`src/rtl/core/assert_macros.svh`:
```
// ----------------------------------------------------------------------------
// Assertion macros
// Concurrent assertion wrappers that compile away when SYNTHESIS is defined.
// ----------------------------------------------------------------------------
`ifndef ASSERT_MACROS_SVH
`define ASSERT_MACROS_SVH
`ifndef SYNTHESIS
`define DBA_ASSERT(label, clk, rst, prop) \
  label: assert property (@(posedge clk) disable iff (rst) prop) \
    else $error("dba assertion failed");
`define DBA_ASSERT_NORST(label, clk, prop) \
  label: assert property (@(posedge clk) prop) \
    else $error("dba assertion failed");
`else
`define DBA_ASSERT(label, clk, rst, prop)
`define DBA_ASSERT_NORST(label, clk, prop)
`endif
`endif

```
`src/rtl/core/dba_pkg.sv`:
```
// ----------------------------------------------------------------------------
// DropBlock mask unit package
// Shared configuration type, register indexes, reset values and states.
// ----------------------------------------------------------------------------
package dba_pkg;

  localparam int DBA_MAX_SIDE    = 64;
  localparam int DBA_MAX_BLOCK   = 7;
  localparam int DBA_QUEUE_DEPTH = 2;

  localparam logic [6:0]  DBA_RST_HEIGHT = 7'd64;
  localparam logic [6:0]  DBA_RST_WIDTH  = 7'd64;
  localparam logic [2:0]  DBA_RST_BLOCK  = 3'd3;
  localparam logic [14:0] DBA_RST_SCALE  = 15'd2048;

  // Q8.8 times Q4.11 gives Q.19; half of the dropped 11 bits rounds.
  localparam int DBA_FRAC_BITS = 11;
  localparam logic signed [31:0] DBA_HALF_ROUND = 32'sd1024;

  typedef enum logic [1:0] {
    REG_PLANE_HEIGHT,
    REG_PLANE_WIDTH,
    REG_DROP_BLOCK_SIZE,
    REG_KEEP_SCALE
  } reg_index_t;

  typedef struct packed {
    logic [6:0]  plane_height;
    logic [6:0]  plane_width;
    logic [2:0]  drop_block_size;
    logic [14:0] keep_scale;
  } cfg_t;

  typedef enum logic [1:0] {
    B_IDLE,
    B_SCAN,
    B_WAIT,
    B_EMIT
  } back_state_t;

endpackage

```
`src/rtl/core/dba_queue.sv`:
```
// ----------------------------------------------------------------------------
// DropBlock item queue
// Small synchronous queue between the classifying front and the back end.
// ----------------------------------------------------------------------------
module dba_queue #(
  parameter int Width = 8,
  parameter int Depth = dba_pkg::DBA_QUEUE_DEPTH
) (
  input  logic             clk,
  input  logic             rst,
  input  logic             push_valid,
  output logic             push_ready,
  input  logic [Width-1:0] push_data,
  output logic             pop_valid,
  input  logic             pop_ready,
  output logic [Width-1:0] pop_data
);
  import dba_pkg::*;

  localparam int PtrW = (Depth > 1) ? $clog2(Depth) : 1;
  localparam int CntW = $clog2(Depth + 1);

  logic [Width-1:0] entries [Depth];
  logic [PtrW-1:0]  wr_ptr;
  logic [PtrW-1:0]  rd_ptr;
  logic [CntW-1:0]  count;
  logic             do_push;
  logic             do_pop;

  assign push_ready = (count != CntW'(Depth));
  assign pop_valid  = (count != '0);
  assign pop_data   = entries[rd_ptr];
  assign do_push    = push_valid && push_ready;
  assign do_pop     = pop_valid && pop_ready;

  always_ff @(posedge clk) begin
    if (rst) begin
      wr_ptr <= '0;
      rd_ptr <= '0;
      count  <= '0;
    end else begin
      if (do_push) begin
        wr_ptr <= (wr_ptr == PtrW'(Depth - 1)) ? '0 : wr_ptr + 1'b1;
      end
      if (do_pop) begin
        rd_ptr <= (rd_ptr == PtrW'(Depth - 1)) ? '0 : rd_ptr + 1'b1;
      end
      if (do_push && !do_pop) begin
        count <= count + 1'b1;
      end else if (do_pop && !do_push) begin
        count <= count - 1'b1;
      end
    end
  end

  always_ff @(posedge clk) begin
    if (do_push) begin
      entries[wr_ptr] <= push_data;
    end
  end

endmodule

```
`config.mk`:
```
export PLATFORM = sky130hd
export DESIGN_NAME = dba_queue
export DESIGN_NICKNAME = d
export VERILOG_FILES = /design/src/rtl/core/assert_macros.svh /design/src/rtl/core/dba_pkg.sv /design/src/rtl/core/dba_queue.sv
export SDC_FILE = /design/constraint.sdc
export NUM_CORES = 1
export LEC_CHECK = 0
export ABC_AREA = 1
export BUFFER_PORTS_ARGS = -buffer_cell sky130_fd_sc_hd__buf_2
export CAP_MARGIN = 10
export CORE_MARGIN = 2
export CORE_UTILIZATION = 53
export DETAILED_ROUTE_END_ITERATION = 7
export PLACE_DENSITY_LB_ADDON = 0.25
export SETUP_SLACK_MARGIN = 0.1
export SLEW_MARGIN = 20
export SYNTH_ARGS = -nofsm -noshare
export SYNTH_HDL_FRONTEND = slang
export SYNTH_SLANG_ARGS = --single-unit
```
`constraint.sdc`:
```
create_clock -name clk -period 2 [get_ports clk]
set_input_delay 0 -clock clk [delete_from_list [all_inputs] [get_ports clk]]
set_output_delay 0 -clock clk [all_outputs]
set_load 0.02 [all_outputs]
```
; Yosys cells after proc, flatten, opt, wreduce, memory -nomap -nowiden
; Memory sizes are Yosys's and may differ from the RTL's. A register that Yosys moved wholly into a read port is not among the register bits.
; Cells that the tools add are included.
[totals]
register_bits = 4
mem_bits_rw = 16
inputBits = 12
wordCells = 25
mem_count = 1
[mem_list]
columns = memory, depth, width, read_ports, rd_clocked_by_memory_dff, wr, line
row1 = entries, 2, 8, 1, 1, 1, dba_queue.sv:23  ; logic [Width-1:0] entries [Depth];
[op_classes]
n_addsub = 4
eq_ne = 1
mux = 8
reduce_logical = 8
[ops]
columns = cell, n
row1 = 1-bit two-way mux, 6
row2 = 1-bit logical AND, 4
row3 = 2-bit two-way mux, 2
row4 = 2-bit nonzero test, 2
row5 = 1-bit adder (second input constant), 2
row6 = 2-bit by 1-bit adder with 2-bit output (second input constant), 1
row7 = 1-bit logical NOT, 2
row8 = 2-bit != test (second input constant), 1
row9 = 2-bit by 1-bit subtractor with 2-bit output (second input constant), 1

; Longest topological paths before layout
[logic_depth]
word_depth = 6
ltp_mapped = 11
mapped_depth_nobuf = 11

; Least setup slack after synthesis
; Ideal clock, no wire load.
[synth_path]
path_kind = reg-to-reg
from = register count[0]
to = memory entries[1][0], enable pin
setup_time_ns = 0.370
arrival_time_ns = 0.990
required_time_ns = 1.630
path_slack_ns = 0.640
path_stages_with_launch = 5
n_path_buf = 0
synth_period_minus_slack_ns = 1.360
cell_sequence = dfxtp_1 > inv_2 > nand2_2 > nand2_4 > nor2_1
[synth_via]
elab_chain_cells = 4
[synth_lines]
columns = element, line
row1 = from (decl), dba_queue.sv:26  ; logic [CntW-1:0] count;
row2 = from (signal assigned), dba_queue.sv:49  ; count <= count + 1'b1;
row3 = from (signal assigned), dba_queue.sv:51  ; count <= count - 1'b1;
row4 = 2-bit != test, dba_queue.sv:30  ; assign push_ready = (count != CntW'(Depth));
row5 = named net push_ready, dba_queue.sv:12  ; output logic push_ready,
row6 = 1-bit logical AND, dba_queue.sv:33  ; assign do_push = push_valid && push_ready;
row7 = 1-bit two-way mux, dba_queue.sv:57  ; if (do_push) begin
row8 = 1-bit two-way mux (not written as such), dba_queue.sv:58  ; entries[wr_ptr] <= push_data;
row9 = to (decl), dba_queue.sv:23
; The timed path passes the listed nets, and every way through them passes these cells.

; Worst setup path in the final report
[layout_path]
from = register count[0]
to = memory entries[1][0], enable pin
[layout_via]
elab_chain_cells = 4
[layout_lines]
columns = element, line
row1 = 2-bit != test, dba_queue.sv:30
row2 = 1-bit logical AND, dba_queue.sv:33
row3 = 1-bit two-way mux, dba_queue.sv:57
row4 = 1-bit two-way mux (not written as such), dba_queue.sv:58
; Every way passes these cells.

==> impl_metrics.toml <==
[clock_network]
ctsResizeCount = 0
cts_buffers = 3
cts_tree = "yes"
cts_sinks = 21
cts_htree_levels = 1
holdBufCountCts = 10
clock_latency_ns = 0.29
ctsLongestPathBuffers = 2
clkTransAtPathRegs_ns = 0.10
cts_root_buffer = "clkbuf_4"
post_cts_buffers = 0

[cells_and_area]
final_common_cell = "buf_2"
final_nets = 111
synthToLayoutAreaGrowth_pct = 30.8
register_area_um2 = 581
layout_common_cells = "buf_2 (21), edfxtp_1 (16), dlygate4sd3_1 (10)"
fin_area_mm2 = 0.00108
fill_cells = 114
multiInputGateArea_um2 = 209
drive_gt1_share_pct = 38.1
diodes = 0

[placement]
routabilityCongestion = 0.673
placed_area_um2 = 953
place_hpwl_um = 953
io_buffer_count = 21

[setup_path]
cpMaxStageDelayCell = "nor2_1"
start_kind = "register"
slowest_delay_ns = 0.52
cp_data_arrival_time_ns = 1.41
critPathTopFamily = "simple AND/OR/NAND/NOR gates"
cp_max_fo = 8
cp.required_ns = 1.94
worst_setup_path_end_kind = "register"
crit_type = "reg2reg"
cp_num_buf_inv = 1
crit_chain = "inv_2, nand2_2, nand2_4, nor2_1"

[route]
drcViolationCount = 0
wl_per_cell_um = 12.5
drt_iter0_drc = 11
routed_via_density = 4.96
antenna_left = 0
num_vias = 561
routed_wl_um = 1420
dr.pass1.iters = 4

[sta]
layout_worst_path_cycle_share_pct = 73.6
fmax_mhz = 680
hold_violations = 0
whs_ns = 0.0557
tightest_slew_ns = 0.670
relSlewSlack_pct = 55.2
fin_worst_skew_ns = 0.00323
setup_violations = 0
rsz0062_at_grt = "false"
fin_crit_ns = 1.47
maxSlewViolCount = 0
final.setup.tns_ns = 0

[global_routing]
grt_overflow = 0
antenna_found_initial = 0
grt_start_max_net_pins = 12
grt_use_total_pct = 17.2
grt_pass1_wl_um = 2280
grt_pass1_vias = 570

[die]
io_pins = 22
dieWidth_um = 43.5
num_rows = 14
die_area_mm2 = 0.00189
initial_core_util_pct = 55.5
coreArea_mm2 = 0.00149
die_y_um = 43.5

[job]
max_cap_viol_count = 0

[worst_hold_path]
min_path_type = "in2reg"

[synthesis]
synth-seq-area-share_pct = 70.3
syn_inst = 62
syn_area_per_cell_um2 = 13.3
synth_cell_types = 17
synthesis.nets = 75
ys_seq_elements = 21
yosysWarnings = 0
synth_area_um2 = 826

[power]
power_density_mw_per_mm2 = 1140
peakVddDrop_mv = 0.853
leakage_nw = 0.454

[status]
status = "finished, final reports clean"
[final timing paths]
path / start / endpoint / slack [ns] / cells past startpoint
max: count[0] / entries[1][0] / 0.53 / 4
min reg2reg: rd_ptr / rd_ptr / 0.51 / 2
max reg2reg: count[0] / entries[1][0] / 0.53 / 4
min: push_valid / wr_ptr / 0.06 / 4
[power by group]
group / total, mW / switching (mW) / internal, mW
Clock: 0.194 / 0.117 / 0.0776
Sequential: 0.606 / 0.0489 / 0.557
Combinational: 0.435 / 0.259 / 0.175
[area by class of cell]
cell class | count | area share (%)
flip-flops and latches | 21 | 53.8
repair buffers | 32 | 19.7
multi-input cells | 32 | 19.4
inverters | 8 | 2.90
clock buffers | 4 | 2.43
well taps | 16 | 1.85
[sequential cells by signal, indices dropped and copies added (netlist names), named ones only]
register  count
count         2
entries      16
rd_ptr        1
wr_ptr        1
[metrics by stage]
step                utilization, %  cells  power (mW)  setup slack (ns)
finish                        72.5    113        1.23             0.528
global route                  72.5    113        1.31             0.421
CTS                           72.5    113        1.24             0.519
detailed placement            64.0     99        1.04             0.530
global placement              64.0     99        1.02             0.568
floorplan                        -     62       0.914             0.640
[cells in the mapped netlist]
cell      instances  share of area (%)
edfxtp_1         16                 58
mux2_2            8                 11
nand2_1           7                3.2
nor2_1            7                3.2
inv_1             6                2.7
dfxtp_1           5                 12
a21oi_1           2                1.2
nand3_1           2                1.2
buf_2             1               0.61
clkinv_2          1               0.61
ha_1              1                1.5
inv_2             1               0.45
nand2_2           1               0.76
nand2_4           1                1.4
nand4_1           1               0.76
o21ai_0           1               0.61
o21ai_1           1               0.61
[tightest hold or removal path: stages]
cell and delay (ns):
buf_2 0.11, nand2_4 0.08, o21ai_1 0.06, nor2_1 0.07
[kinds of logic after synthesis]
group                      after synthesis  share of synthesized area [%]
muxes                                    8                           10.9
adders and majority gates                1                           1.51
and+or+nand+nor                         19                           10.5
DFF                                     21                           70.3
buffers and inverters                    9                           4.39
AOI/OAI and AO/OA                        4                           2.42
[routing by layer]
layer	wire, um	track usage [%]
met2	765	31.6
met4	18	9.09
met5	0	0
met3	46	3.75
met1	586	18.2
No activity file was read; power rests on OpenSTA's default activity.
