### config.mk
export PLATFORM = sky130hd
export DESIGN_NAME = dba_front
export DESIGN_NICKNAME = d
export VERILOG_FILES = /design/src/rtl/core/assert_macros.svh /design/src/rtl/core/dba_pkg.sv /design/src/rtl/core/dba_front.sv
export SDC_FILE = /design/constraint.sdc
export NUM_CORES = 1
export LEC_CHECK = 0
export BUFFER_PORTS_ARGS = -buffer_cell sky130_fd_sc_hd__buf_2
export CAP_MARGIN = 40
export CORE_AREA = 5 5 64 124
export CTS_CLUSTER_DIAMETER = 200
export DETAILED_ROUTE_END_ITERATION = 12
export DIE_AREA = 0 0 69 129
export PLACE_DENSITY = 0.82
export SLEW_MARGIN = 25
export SYNTH_ARGS = -nofsm -noshare
export SYNTH_HDL_FRONTEND = slang
export SYNTH_SLANG_ARGS = --single-unit
### constraint.sdc
create_clock -name clk -period 14.4 [get_ports clk]
set_input_delay 0.72 -clock clk [delete_from_list [all_inputs] [get_ports clk]]
set_output_delay 0.72 -clock clk [all_outputs]
set_load 0.1 [all_outputs]
### src/rtl/core/assert_macros.svh
// ----------------------------------------------------------------------------
// Assertion macros
// Concurrent assertion wrappers that compile away when SYNTHESIS is defined.
// ----------------------------------------------------------------------------
`ifndef ASSERT_MACROS_SVH
`define ASSERT_MACROS_SVH
`ifndef SYNTHESIS
`define DBA_ASSERT(label, clk, rst, prop) \
  label: assert property (@(posedge clk) disable iff (rst) prop) \
    else $error("dba assertion failed");
`define DBA_ASSERT_NORST(label, clk, prop) \
  label: assert property (@(posedge clk) prop) \
    else $error("dba assertion failed");
`else
`define DBA_ASSERT(label, clk, rst, prop)
`define DBA_ASSERT_NORST(label, clk, prop)
`endif
`endif

### src/rtl/core/dba_pkg.sv
// ----------------------------------------------------------------------------
// DropBlock mask unit package
// Shared configuration type, register indexes, reset values and states.
// ----------------------------------------------------------------------------
package dba_pkg;

  localparam int DBA_MAX_SIDE    = 64;
  localparam int DBA_MAX_BLOCK   = 7;
  localparam int DBA_QUEUE_DEPTH = 2;

  localparam logic [6:0]  DBA_RST_HEIGHT = 7'd64;
  localparam logic [6:0]  DBA_RST_WIDTH  = 7'd64;
  localparam logic [2:0]  DBA_RST_BLOCK  = 3'd3;
  localparam logic [14:0] DBA_RST_SCALE  = 15'd2048;

  // Q8.8 times Q4.11 gives Q.19; half of the dropped 11 bits rounds.
  localparam int DBA_FRAC_BITS = 11;
  localparam logic signed [31:0] DBA_HALF_ROUND = 32'sd1024;

  typedef enum logic [1:0] {
    REG_PLANE_HEIGHT,
    REG_PLANE_WIDTH,
    REG_DROP_BLOCK_SIZE,
    REG_KEEP_SCALE
  } reg_index_t;

  typedef struct packed {
    logic [6:0]  plane_height;
    logic [6:0]  plane_width;
    logic [2:0]  drop_block_size;
    logic [14:0] keep_scale;
  } cfg_t;

  typedef enum logic [1:0] {
    B_IDLE,
    B_SCAN,
    B_WAIT,
    B_EMIT
  } back_state_t;

endpackage

### src/rtl/core/dba_front.sv
// ----------------------------------------------------------------------------
// DropBlock front end
// Tracks the raster position, classifies requests and works out the clipped
// seed window of each data pixel before it is queued.
// ----------------------------------------------------------------------------
module dba_front #(
  parameter int MaxSide  = dba_pkg::DBA_MAX_SIDE,
  parameter int MaxBlock = dba_pkg::DBA_MAX_BLOCK,
  parameter int ItemW    = 20 + 4 * $clog2(dba_pkg::DBA_MAX_SIDE)
) (
  input  logic              clk,
  input  logic              rst,
  input  dba_pkg::cfg_t     cfg,
  input  logic              pos_clear,
  input  logic              in_valid,
  output logic              in_ready,
  input  logic              in_command,
  input  logic              in_seed_bit,
  input  logic signed [15:0] in_pixel,
  output logic              item_valid,
  input  logic              item_ready,
  output logic [ItemW-1:0]  item_data
);
  import dba_pkg::*;

  localparam int PW      = $clog2(MaxSide);
  localparam int SW      = PW + 1;
  localparam int BW      = PW + 3;
  localparam int HalfMax = (MaxBlock - 1) / 2;

  typedef struct packed {
    logic               is_data;
    logic               seed_bit;
    logic signed [15:0] pixel;
    logic               plane_end;
    logic               win_empty;
    logic [PW-1:0]      row_lo;
    logic [PW-1:0]      row_hi;
    logic [PW-1:0]      col_lo;
    logic [PW-1:0]      col_hi;
  } item_t;

  logic [PW-1:0]        row;
  logic [PW-1:0]        col;
  logic [PW-1:0]        row_next;
  logic [PW-1:0]        col_next;
  logic [SW-1:0]        hgt;
  logic [SW-1:0]        wid;
  logic [2:0]           bs_m1;
  logic [1:0]           half;
  logic signed [BW-1:0] r_s, c_s, h_s, hgt_s, wid_s;
  logic signed [BW-1:0] rlo, rhi, clo, chi;
  logic signed [BW-1:0] r_min, r_max, c_min, c_max;
  logic                 accept;
  item_t                item;

  assign in_ready   = item_ready;
  assign item_valid = in_valid;
  assign accept     = in_valid && item_ready;

  // Out-of-range plane sizes are clamped to 1..MaxSide.
  always_comb begin
    if (cfg.plane_height == '0) begin
      hgt = SW'(1);
    end else if (int'(cfg.plane_height) > MaxSide) begin
      hgt = SW'(MaxSide);
    end else begin
      hgt = SW'(cfg.plane_height);
    end
    if (cfg.plane_width == '0) begin
      wid = SW'(1);
    end else if (int'(cfg.plane_width) > MaxSide) begin
      wid = SW'(MaxSide);
    end else begin
      wid = SW'(cfg.plane_width);
    end
  end

  // Half block: a zero size acts as one, an even size as the odd one below.
  always_comb begin
    bs_m1 = cfg.drop_block_size - 3'd1;
    if (cfg.drop_block_size == '0) begin
      half = '0;
    end else if (int'(bs_m1[2:1]) > HalfMax) begin
      half = 2'(HalfMax);
    end else begin
      half = bs_m1[2:1];
    end
  end

  // Window around the pixel, clipped to the interior where seeds count.
  always_comb begin
    r_s   = signed'(BW'(row));
    c_s   = signed'(BW'(col));
    h_s   = signed'(BW'(half));
    hgt_s = signed'(BW'(hgt));
    wid_s = signed'(BW'(wid));
    r_min = r_s - h_s;
    r_max = r_s + h_s;
    c_min = c_s - h_s;
    c_max = c_s + h_s;
    rlo   = (r_min < h_s) ? h_s : r_min;
    rhi   = (r_max > hgt_s - BW'(1) - h_s) ? hgt_s - BW'(1) - h_s : r_max;
    clo   = (c_min < h_s) ? h_s : c_min;
    chi   = (c_max > wid_s - BW'(1) - h_s) ? wid_s - BW'(1) - h_s : c_max;
  end

  always_comb begin
    item.is_data   = in_command;
    item.seed_bit  = in_seed_bit;
    item.pixel     = in_pixel;
    item.plane_end = (SW'(row) == hgt - SW'(1)) && (SW'(col) == wid - SW'(1));
    item.win_empty = (rlo > rhi) || (clo > chi);
    // A seed load carries its write address in the low bounds.
    item.row_lo    = in_command ? rlo[PW-1:0] : row;
    item.row_hi    = rhi[PW-1:0];
    item.col_lo    = in_command ? clo[PW-1:0] : col;
    item.col_hi    = chi[PW-1:0];
    item_data      = item;
  end

  always_comb begin
    if (SW'(col) + SW'(1) >= wid) begin
      col_next = '0;
      row_next = (SW'(row) + SW'(1) >= hgt) ? '0 : row + 1'b1;
    end else begin
      col_next = col + 1'b1;
      row_next = row;
    end
  end

  always_ff @(posedge clk) begin
    if (rst || pos_clear) begin
      row <= '0;
      col <= '0;
    end else if (accept) begin
      row <= row_next;
      col <= col_next;
    end
  end

endmodule

# == Word-level counts from Yosys, hierarchy flattened ==
# Cells that the tools add are included.
# totals
in_bits,55
elab_cells,50
out_inout_bits,46
ff_bits,12
# classes
n_addsub,15
n_mux,13
n_reduce_logical,8
n_lt_le_gt_ge,10
eq_ne,2
# op_table
op,count
$mux 9,4
$mux 7,4
$mux 6,4
$gt 8x9->1,2
$gt 9x9->1,2
$sub 8x3->9,2
$sub 7x1->8 const B,2
$add 6x1->7 const B,2
$add 6x2->7,2
$eq 6x7->1,2
$ge 7x7->1,2
$gt 7x7->1 const B,2
$logic_not 7->1,2
$lt 7x3->1,2
$sub 6x2->7,2
$sub 7x1->7 const B,2
$add 6x1->6 const B,2
$logic_not 3->1,1
$sub 3x1->3 const B,1
$logic_and 1x1->1,2
$logic_or 1x1->1,2
$mux 2,1
$reduce_and 2->1,1

# == Depth between registers and ports, before layout ==
# logic_depth
word_depth,9
mapped_depth,27
depth_no_buf,26

# == Worst setup path before layout ==
# OpenSTA, ideal clock, no wires.
# synth_path
kind,input-to-output
start,input cfg[15] (netlist name)
end,output item_data[24]
required_time_ns,13.680
stages,22
slack_ns,6.239
arrival_time_ns,7.441
n_path_buf,1
cell_sequence,o21ai_0 -> inv_1 -> fa_1 -> ha_1 -> nor2b_1 -> o21a_1 -> o21a_1 -> o21ai_0 -> a21oi_1 -> o21bai_1 -> ha_1 -> inv_1 -> o31ai_1 -> buf_2 -> mux2i_1 -> ha_1 -> nor2b_1 -> o21ai_0 -> nand2b_1 -> a2111oi_0 -> o21ai_0 -> a221o_1
# synth_between
elab_chain_cells,7
word_cells_on_any_way,20
classes_between,add/sub (7); order compare (6); mux (5); reduce/logical (2)
# synth_lines
item,line_no,source
start: declaration,dba_front.sv:13,"input dba_pkg::cfg_t cfg,"
$sub 3x1->3 or $logic_not 3->1 (tied branches),"dba_front.sv:81, dba_front.sv:82",
$mux 2 *,dba_front.sv:82,if (cfg.drop_block_size == '0) begin
$sub 8x3->9 or $add 6x2->7 (tied branches),"dba_front.sv:105, dba_front.sv:101",
$gt 8x9->1,dba_front.sv:105,chi = (c_max > wid_s - BW'(1) - h_s) ? wid_s - BW'(1) - h_s : c_max;
$mux 9 *,dba_front.sv:105,
via item_data[0],dba_front.sv:22,output logic [ItemW-1:0] item_data
$gt 9x9->1 *,dba_front.sv:113,item.win_empty = (rlo > rhi) || (clo > chi);
$logic_or 1x1->1 *,dba_front.sv:113,
end: declaration,dba_front.sv:22,
# The timed path passes the listed nets; every way through them passes the cells marked *.

# == Final worst setup path ==
# layout_path
start,input cfg[28] (netlist name)
end,output item_data[24]
# layout_between
elab_chain_cells,9
word_cells_on_any_way,10
classes_between,add/sub (2); order compare (3); mux (3); reduce/logical (2)
# layout_lines
item,line_no,source
$gt 7x7->1,dba_front.sv:65,end else if (int'(cfg.plane_height) > MaxSide) begin
$mux 7,dba_front.sv:65,
$mux 7 *,dba_front.sv:63,if (cfg.plane_height == '0) begin
$sub 7x1->8 *,dba_front.sv:103,rhi = (r_max > hgt_s - BW'(1) - h_s) ? hgt_s - BW'(1) - h_s : r_max;
$sub 8x3->9 *,dba_front.sv:103,
$gt 8x9->1,dba_front.sv:103,
$mux 9 *,dba_front.sv:103,
$gt 9x9->1 *,dba_front.sv:113,
$logic_or 1x1->1 *,dba_front.sv:113,
# Mark *: on every way between the ends. The rest lies on a longest branch, timed or not.

==> reports/summary.log <==
INFO  sta            slew_violations=0
INFO  pwr            power.static_leakage=1.947nW
INFO  synth          async_reset_ff_share=0%
INFO  detailed_routing drt_first_pass_iters=4
INFO  final_layout   multi_input_area=3088squm
INFO  synth          synthesis.instances=473
INFO  synth          postSynthRegisterBits=12
INFO  final_layout   area_growth=6.723%
INFO  setup_path     crit_path_capture_type=primary output
INFO  sta            timing.final.hold_violations=0
INFO  sta            transition_time_of_the_tightest_slew_check_pin=0.7644ns
INFO  setup_path     cp-start-kind=input port
INFO  final_layout   drive_above_1_share=18.46%
INFO  final_layout   most-common-layout-cells=sky130_fd_sc_hd__ha_1, sky130_fd_sc_hd__buf_2, sky130_fd_sc_hd__nor2_1, sky130_fd_sc_hd__inv_1, sky130_fd_sc_hd__nand2_1
INFO  final_layout   layout.cells.most_common=sky130_fd_sc_hd__ha_1
INFO  synth          post_syn_area=3685squm
INFO  synth          synth_largest_type_area_fraction=22.07%
INFO  synth          postSynthAreaPerCell=7.790squm
INFO  placed_design  dpl.hpwl=8242um
INFO  outcome        outcome=complete, no violations
INFO  synth          synth_nets=599
INFO  setup_path     worst-path-max-fanout=11
INFO  clocking       clk_path_buf_depth=2
INFO  setup_path     worst_r2r_startpoint=col[1]$_SDFFE_PP0P_
INFO  setup_path     reg2reg_depth=11
INFO  clocking       clock_sinks=12
INFO  sta            timing.final.crit_period=7.355ns
INFO  sta            slew_headroom=48.23%
INFO  final_layout   ff_latch_area=240.2squm
INFO  detailed_routing drc_viols=0
INFO  global_route   vias_in_the_first_global_route=3,752
INFO  synth          seq_area_frac_synth=6.520%
INFO  sta            finClkSkew=0.002084ns
INFO  clocking       worst_setup_hold_path_clk_slew=0.04ns
INFO  setup_path     crit_type=in -> out
INFO  floorplanning  coreArea=6887squm
INFO  final_layout   finish.instance_area=3933squm
INFO  floorplanning  fp.dieArea=8901squm
INFO  detailed_routing routedWlPerCell=16.44um
INFO  placed_design  globalplace.congestion=0.8553
INFO  sta            achievable-frequency=136.0MHz
INFO  synth          ys_warn_count=0
INFO  clocking       postCtsSetupBuffers=0
INFO  placed_design  detailed_place.area=3857squm
INFO  detailed_routing drt-vias-per-instance=6.034
INFO  synth          synth-main-ff-cell=sky130_fd_sc_hd__dfxtp_1
INFO  setup_path     slack_of_the_worst_reg_to_reg_path=11.31ns
INFO  sta            final_min_period_over_clock_period=51.08%
INFO  flow_run       max_cap_violations=0
INFO  sta            tns=0ns
INFO  clocking       cts-resized-gates=0
INFO  synth          ys_top_cells_by_area=sky130_fd_sc_hd__ha_1, sky130_fd_sc_hd__dfxtp_1, sky130_fd_sc_hd__xor2_1
INFO  clocking       h-tree-depth=1
INFO  clocking       ctsHoldBuffers=0
INFO  setup_path     regToRegEndpoint=row[5]$_SDFFE_PP0P_
INFO  synth          yosysUniqueCellTypes=58
INFO  hold_path      worst_hold_startpoint=col[0]$_SDFFE_PP0P_
INFO  detailed_routing routed_wirelength=9586um
INFO  floorplanning  height_of_the_chip=129um
INFO  clocking       tritoncts=yes
INFO  detailed_routing drt_first_iter_violations=152
INFO  placed_design  place.detailed.instances=580
INFO  global_route   grt_pass1_wl=16,210um
INFO  final_layout   finish.net_count=621
INFO  clocking       clk_latency=0.24ns
INFO  hold_path      worst_hold_path_type=reg -> reg
INFO  global_route   grt_antenna_before_repair=0
INFO  hold_path      hold-path-cell-count=2
INFO  floorplanning  dieWidth=69um
INFO  floorplanning  io_pins=101
INFO  global_route   gr-total-overflow=0
INFO  synth          synthDominantAreaCellType=sky130_fd_sc_hd__ha_1
INFO  final_layout   final-instance-count-excl-fill=583
INFO  final_layout   fillCellCount=668
INFO  clocking       cts-root-buf=sky130_fd_sc_hd__clkbuf_16
INFO  sta            finalSetupViolations=0
INFO  global_route   grt_max_degree=17
INFO  detailed_routing final_antenna_net_count=0
INFO  sta            rsz0062_at_grt=false
INFO  detailed_routing routed-via-count=3,518
INFO  placed_design  numPortBuffers=51
INFO  setup_path     timing.critical_path.required=13.68ns
INFO  pwr            power_density=60.56nW/um^2
INFO  pwr            max-vdd-ir-drop=0.03386mV
INFO  clocking       number_of_cts_inserted_buffers=3
INFO  final_layout   antennaDiodeCount=0
INFO  floorplanning  rows=43
INFO  setup_path     arrival_time_worst_endpoint=6.64ns
INFO  global_route   track_usage=21.86%
INFO  floorplanning  effective_utilization_at_floorplan=53.51%
INFO  hold_path      min_delay_worst_endpoint=col[0]$_SDFFE_PP0P_
INFO  synth          synth-edff-count=0
[where the power goes]
| part | switching [mW] | leakage, nW | internal [mW] |
|---|---|---|---|
| registers | 0.000288 | 0.0967 | 0.0335 |
| clock network | 0.0133 | 0.0370 | 0.0361 |
| logic | 0.107 | 1.81 | 0.0481 |
[cells in the mapped netlist, types with 3 or more instances]
library cell and n:
sky130_fd_sc_hd__or3_1 5, sky130_fd_sc_hd__buf_1 3, sky130_fd_sc_hd__nor3b_1 3, sky130_fd_sc_hd__and3_1 5
sky130_fd_sc_hd__nand2b_1 7, sky130_fd_sc_hd__xor2_1 27, sky130_fd_sc_hd__a31oi_1 3, sky130_fd_sc_hd__a211oi_1 3
sky130_fd_sc_hd__nor2_1 37, sky130_fd_sc_hd__nand2_1 32, sky130_fd_sc_hd__a2111oi_0 5, sky130_fd_sc_hd__nor2b_1 4
sky130_fd_sc_hd__o21a_1 5, sky130_fd_sc_hd__clkbuf_1 12, sky130_fd_sc_hd__mux2_4 4, sky130_fd_sc_hd__nor3_1 12
sky130_fd_sc_hd__ha_1 65, sky130_fd_sc_hd__inv_1 36, sky130_fd_sc_hd__nand3_1 19, sky130_fd_sc_hd__o211ai_1 9
sky130_fd_sc_hd__a21o_1 4, sky130_fd_sc_hd__fa_1 6, sky130_fd_sc_hd__mux2_2 20, sky130_fd_sc_hd__a21oi_1 22
sky130_fd_sc_hd__mux2i_1 16, sky130_fd_sc_hd__o21ai_0 18, sky130_fd_sc_hd__dfxtp_1 12, sky130_fd_sc_hd__nand4_1 8
sky130_fd_sc_hd__o31ai_1 3, sky130_fd_sc_hd__buf_4 20, sky130_fd_sc_hd__xnor2_1 15
[registers in the layout, summed over array words and instances, names as in the netlist]
name  count
col       6
row       6
[layout make-up]
class                           instances  area share (%)
Multi-Input combinational cell        387           78.52
Timing Repair Buffer                   54           7.063
Sequential cell                        12           6.109
Inverter                               37           3.532
Tap cell                               90           2.864
Clock buffer                            3           1.909
[critical path: stages]
cell and delay (ns):
sky130_fd_sc_hd__buf_2 0.13, sky130_fd_sc_hd__or3_1 0.38, sky130_fd_sc_hd__nor3_1 0.14, sky130_fd_sc_hd__nor2_1 0.06, sky130_fd_sc_hd__nor2_1 0.21, sky130_fd_sc_hd__inv_1 0.08, sky130_fd_sc_hd__ha_1 0.31, sky130_fd_sc_hd__inv_1 0.08
sky130_fd_sc_hd__fa_1 0.47, sky130_fd_sc_hd__nor2_1 0.15, sky130_fd_sc_hd__nand2_1 0.07, sky130_fd_sc_hd__nor3_1 0.42, sky130_fd_sc_hd__nor2_1 0.11, sky130_fd_sc_hd__ha_1 0.32, sky130_fd_sc_hd__a211oi_1 0.24, sky130_fd_sc_hd__o221ai_1 0.21
sky130_fd_sc_hd__o311ai_4 0.15, sky130_fd_sc_hd__nand2b_2 0.27, sky130_fd_sc_hd__mux2_4 0.37, sky130_fd_sc_hd__ha_1 0.31, sky130_fd_sc_hd__o211ai_1 0.22, sky130_fd_sc_hd__nor2_1 0.07, sky130_fd_sc_hd__a2111oi_0 0.37, sky130_fd_sc_hd__o31ai_1 0.13
sky130_fd_sc_hd__a221o_1 0.35, sky130_fd_sc_hd__buf_2 0.29
[cell families (layout without fill, tap and decap cells)]
| family | count (synthesis) | after routing | synth area share [%] |
|---|---|---|---|
| simple gates | 146 | 146 | 19.69 |
| compound gates | 86 | 86 | 15.82 |
| xor+xnor | 43 | 43 | 10.42 |
| buf+inv | 74 | 94 | 9.813 |
| fa+ha+maj | 71 | 71 | 25.33 |
| mux | 41 | 41 | 12.39 |
| flops | 12 | 12 | 6.520 |
[how the worst max path moves through the flow]
stage	endpoint	depth (start not counted)	slack, ns	from
finish	item_data[24]	26	7.04	cfg[28]
floorplan	item_data[24]	22	6.24	cfg[15]
global route	item_data[24]	26	6.44	cfg[28]
detailed placement	item_data[24]	26	7.04	cfg[28]
global placement	item_data[24]	26	7.14	cfg[28]
CTS	item_data[24]	26	7.01	cfg[28]
[per-layer routing]
metal  vias to the layer above  wire, um  global-route usage [%]
met5                         -         0                       0
met4                         0       660                   15.42
met3                        46       328                   1.642
met2                       109      5416                   44.82
met1                      1649      3181                   19.31
li1                       1714         -                       -
[through the flow]
step           hold WS [ns]  setup slack [ns]  power [mW]  util (%)
6_report             0.5589             7.045      0.2382     57.10
5_1_grt              0.6016             6.442      0.2544     57.10
4_1_cts              0.5599             7.007      0.2383     57.10
3_5_place_dp         0.5565             7.043      0.1887     56.01
3_3_place_gp         0.5368             7.138      0.1848     55.90
2_1_floorplan        0.4940             6.239      0.1799         -
(Power assumes the default switching activity.)
